$ cat src/hdl/dgs_pkg.sv
// Shared constants, register indexes and types of the ducking gain smoother.
package dgs_pkg;

    // Default sample width of the microphone channels.
    localparam int DGS_SAMPLE_WIDTH = 16;

    // Index and data widths of the configuration port.
    localparam int CFG_INDEX_WIDTH = 3;
    localparam int CFG_DATA_WIDTH  = 16;

    // Gain and level constants, Q1.15 and plain magnitude.
    localparam logic [15:0] UNITY_GAIN = 16'd32768;
    localparam logic [15:0] DUCK_LIMIT = 16'd32440;
    localparam logic [15:0] PEAK_MAX   = 16'hFFFF;

    // Reset values of the configuration registers.
    localparam logic [14:0] THRESHOLD_RESET = 15'd3277;
    localparam logic [15:0] DEPTH_RESET     = 16'd8192;
    localparam logic [15:0] ATTACK_RESET    = 16'd6554;
    localparam logic [15:0] RELEASE_RESET   = 16'd655;

    // Configuration register indexes.
    typedef enum logic [CFG_INDEX_WIDTH-1:0] {
        CFG_THRESHOLD = 3'd0,
        CFG_DEPTH     = 3'd1,
        CFG_ATTACK    = 3'd2,
        CFG_RELEASE   = 3'd3,
        CFG_MONO      = 3'd4
    } cfg_index_t;

    // Current register settings.
    typedef struct packed {
        logic [14:0] threshold;
        logic [15:0] depth;
        logic [15:0] attack_coeff;
        logic [15:0] release_coeff;
        logic        mono_mic;
    } cfg_t;

    // One result item.
    typedef struct packed {
        logic [15:0] smooth_gain;
        logic        ducking_on;
        logic [15:0] block_peak;
        logic        peak_ready;
    } res_t;

endpackage

$ cat src/hdl/dgs_cfg_regs.sv
// Configuration register file of the ducking gain smoother.
module dgs_cfg_regs
    import dgs_pkg::*;
(
    input  logic                       clk,
    input  logic                       rst_n,
    input  logic                       cfg_wr_en,
    input  logic [CFG_INDEX_WIDTH-1:0] cfg_index,
    input  logic [CFG_DATA_WIDTH-1:0]  cfg_wdata,
    output cfg_t                       cfg
);

    cfg_t cfg_reg;
    cfg_t cfg_next;

    // Decode the write; unused indexes leave the registers alone.
    always_comb
    begin
        cfg_next = cfg_reg;
        if (cfg_wr_en)
        begin
            unique case (cfg_index)
                CFG_THRESHOLD: cfg_next.threshold     = cfg_wdata[14:0];
                CFG_DEPTH:     cfg_next.depth         = cfg_wdata;
                CFG_ATTACK:    cfg_next.attack_coeff  = cfg_wdata;
                CFG_RELEASE:   cfg_next.release_coeff = cfg_wdata;
                CFG_MONO:      cfg_next.mono_mic      = cfg_wdata[0];
                default:       cfg_next = cfg_reg;
            endcase
        end
    end

    // Register storage with reset defaults.
    always_ff @(posedge clk or negedge rst_n)
    begin
        if (!rst_n)
        begin
            cfg_reg.threshold     <= THRESHOLD_RESET;
            cfg_reg.depth         <= DEPTH_RESET;
            cfg_reg.attack_coeff  <= ATTACK_RESET;
            cfg_reg.release_coeff <= RELEASE_RESET;
            cfg_reg.mono_mic      <= 1'b0;
        end
        else
        begin
            cfg_reg <= cfg_next;
        end
    end

    assign cfg = cfg_reg;

    // Writes to an unused index change nothing.
    assert property (@(posedge clk) disable iff (!rst_n)
        (cfg_wr_en && cfg_index > CFG_MONO) |=> $stable(cfg_reg))
        else $error("configuration changed on a write to an unused index");

    // Without a write the settings hold.
    assert property (@(posedge clk) disable iff (!rst_n)
        !cfg_wr_en |=> $stable(cfg_reg))
        else $error("configuration changed without a write");

    // A threshold write lands in the threshold register.
    assert property (@(posedge clk) disable iff (!rst_n)
        (cfg_wr_en && cfg_index == CFG_THRESHOLD) |=> cfg_reg.threshold == $past(cfg_wdata[14:0]))
        else $error("threshold write lost");

endmodule

$ cat config.mk
export PLATFORM = sky130hd
export DESIGN_NAME = dgs_cfg_regs
export DESIGN_NICKNAME = d
export VERILOG_FILES = /design/src/hdl/dgs_pkg.sv /design/src/hdl/dgs_cfg_regs.sv
export SDC_FILE = /design/constraint.sdc
export NUM_CORES = 1
export LEC_CHECK = 0
export ABC_AREA = 1
export BUFFER_PORTS_ARGS = -buffer_cell sky130_fd_sc_hd__buf_4
export CELL_PAD_IN_SITES_DETAIL_PLACEMENT = 1
export CELL_PAD_IN_SITES_GLOBAL_PLACEMENT = 2
export CORE_MARGIN = 2
export CORE_UTILIZATION = 25
export DETAILED_ROUTE_END_ITERATION = 12
export HOLD_SLACK_MARGIN = 0.05
export PLACE_DENSITY = 0.82
export SETUP_SLACK_MARGIN = 0.15
export SYNTH_ARGS = -nofsm -noshare
export SYNTH_HDL_FRONTEND = slang
export SYNTH_SLANG_ARGS = --single-unit
$ cat constraint.sdc
create_clock -name clk -period 0.8 [get_ports clk]
set_input_delay 0.2 -clock clk [delete_from_list [all_inputs] [get_ports clk]]
set_output_delay 0.2 -clock clk [all_outputs]
set_load 0.02 [all_outputs]
==> flow_summary.toml <==
[run]
drv_cap = 0

[place]
dp.cells = 517
dp_hpwl_um = 5970
place_congestion = 0.760
dpl-instance-area_sq_um = 3640
port_buffers = 85

[pwr]
combPwrFrac_pct = 39.7
p_seq_share_pct = 38.3
leakage_nw = 2.62
intPower_w = 0.00784
powerDensity_nw_per_um2 = 2210
ir_drop_v = 0.000832
total_power_w = 0.0120
p_switching_w = 0.00414
clkPwrFrac_pct = 22.0
sw_frac_of_total_pct = 34.6

[timing]
hold_slack_ps = 17.6
relSlewSlack_pct = 83.4
fin_worst_skew_ps = 0
fin_crit_ps = 1230
timing.final.crit_share_pct = 154
timing.fmax_mhz = 810
finalMaxSlewViolations = 0
fin_ws_ps = -434
worst_slew_pin_slew_ps = 248
grt_setup_unrepaired = "true"
setup_viol = 75
hold_violations = 0

[synth]
yosys.area_share.simple_pct = 33.4
avgSynthCellArea_sq_um = 9.21
synth_fa_ha_area_share_pct = 0
synth_cell_type_count = 14
syn_area_sq_um = 2650
syn_inst = 288
synth_top_family_by_area = "simple AND/OR/NAND/NOR gates"
muxShareOfSynthArea_pct = 0
synth_compound_area_share_pct = 0
synth_warnings = 0
syn_nets = 310
yosys_register_bits = 64
yosysSeqAreaShare_pct = 61.3
synth-xor-area-share_pct = 0

[route]
vias = 2760
initialDrtViolationCount = 95
drt_pre_antenna_iters = 4
avgViaCountPerCell = 4.57
wire_per_inst_um = 18.7
postRouteAntennaNets = 0
drc = 0
finalWirelength_um = 11300

[global_route]
grt_first_pass_wirelength_um = 15200
overflow = 0
grt_max_degree = 39
grt_use_total_pct = 17.5
antenna_found_initial = 0
grt_pass1_vias = 2760

[cells_and_area]
largest_reg_flops = 64
drive_above_1_share_pct = 68.8
regArea_sq_um = 1630
nFillCells = 1133
antenna_cells = 0
area_growth_pct = 104
nets = 485
final_cells = 604
multi_input_area_sq_um = 1320
fin_area_sq_um = 5420

[critical_path]
cp_slowest_stage_delay_ps = 560
critPathTopFamily = "flip-flops"
crit_required_ps = 600
cp-end-kind = "output pin"
cp-start-kind = "flop"
cp_max_fo = 2
crit_path_top_delay_cell = "dfstp_2"
critPathArrivalTime_ps = 1030
path_cells = "buf_6"
crit_buf_inv = 1
crit_type = "flop to output pin"

[clocking]
clk_pin_slew_worst_paths_ps = 90
clk_path_buf_depth = 2
cts.sinks = 64
clk_latency_ps = 340
htreeDepth = 3
cts_buffers = 9
cts_tree = "yes"
root_buffer = "clkbuf_8"

[die]
start_util_pct = 25.7
die_h_um = 107
die_x_um = 107
die_area_sq_um = 11500
rows = 37
coreArea_sq_um = 10300
ios = 86

[hold_path]
hold_path.class = "primary input to async pin"

[run_status]
violations = "negative setup slack"
status = "finished, violations left"
==> power groups by stage <==
stage | registers (W) | logic (W) | clock network [W]
detailed placement | 0.00444 | 0.00288 | 0
finish | 0.00459 | 0.00475 | 0.00263
global route | 0.00465 | 0.00509 | 0.00284
CTS | 0.00452 | 0.00375 | 0.00264
floorplan | 0.00513 | 0.000658 | 0
global placement | 0.00444 | 0.00281 | 0
==> stage by stage <==
stage	util [%]	worst slack [ps]	setup TNS [ps]
2_1_floorplan	-	-41.5	-1320
3_3_place_gp	35.3	-270	-15180
4_1_cts	45.0	-444	-21870
3_5_place_dp	35.3	-309	-17000
5_1_grt	52.5	-477	-24490
6_report	52.5	-434	-22190
==> metal layers <==
metal	vias to the layer above	part of all wire, %	GRT usage [%]
met2	66	52	27.8
li1	1264	-	-
met5	-	0	0
met1	1414	43	23.3
met4	0	1.3	5.57
met3	16	4.4	4.62
==> kinds of logic (layout without fill, tap and decap cells) <==
kind of cell / after synthesis / after routing
simple gates: 205 / 207
buf+inv: 19 / 197
flops: 64 / 64
==> worst paths after layout <==
| check | cells after the start | end | slack [ps] | startpoint |
|---|---|---|---|---|
| min | 3 | cfg[16] | 20 | rst_n |
| max in group asynchronous | 3 | cfg[25] | 530 | rst_n |
| min reg2reg | 2 | cfg[29] | 460 | cfg[29] |
| max | 1 | cfg[8] | -430 | cfg[8] |
| max reg2reg | 5 | cfg[10] | -150 | cfg[10] |
| min in group clk | 3 | cfg[2] | 70 | cfg_wdata[1] |
==> cells in the mapped netlist <==
cell type | count | area, sq um
buf_4 | 6 | 45.0
inv_1 | 4 | 15.0
nor2_4 | 3 | 33.8
nand3_1 | 48 | 240
nor2_8 | 1 | 20.0
nand2_1 | 148 | 556
nand2_4 | 1 | 11.3
dfrtp_1 | 43 | 1080
nor2_2 | 1 | 6.26
dfstp_2 | 21 | 552
nand2_2 | 3 | 18.8
buf_6 | 6 | 67.6
inv_2 | 2 | 7.51
buf_2 | 1 | 5.00
==> layout make-up <==
| cell class | instances | share of cell area (%) |
|---|---|---|
| clock buffer | 10 | 2.54 |
| clock inverter | 6 | 0.809 |
| inverter | 6 | 0.924 |
| multi-input combinational | 207 | 24.4 |
| sequential | 64 | 30.1 |
| tap | 136 | 3.14 |
| timing repair buffer | 175 | 38.1 |
==> cell usage in the layout, fill, tap and decap left out <==
master          netlist  layout
buf_6                 6     124
nand2_1             148      71
nand2_2               3      69
dfrtp_1              43      43
buf_4                 6      31
nand3_1              48      29
dfstp_2              21      21
nand3_2               0      16
clkbuf_8              0      10
nand2_4               1       9
buf_12                0       9
nand2_8               0       5
buf_16                0       5
nor2_4                3       4
nand3_4               0       3
clkbuf_16             0       3
inv_6                 0       2
inv_1                 4       2
clkinv_4              0       2
clkinv_2              0       2
buf_8                 0       2
inv_12                0       1
nor2_8                1       1
inv_8                 0       1
inv_4                 0       1
clkinvlp_4            0       1
dlymetal6s4s_1        0       1
==> what timing repair did <==
item | 4_1_cts | 5_1_grt
gates resized for setup | 136 | 119
hold buffers | 1 | 0
hold endpoints to repair | 50 | 0
setup buffers | 27 | 34
gates cloned | 4 | 5
endpoints found under the setup margin | 127 | 142
pin swaps | 44 | 47
Power figures use the tool's default switching activity.
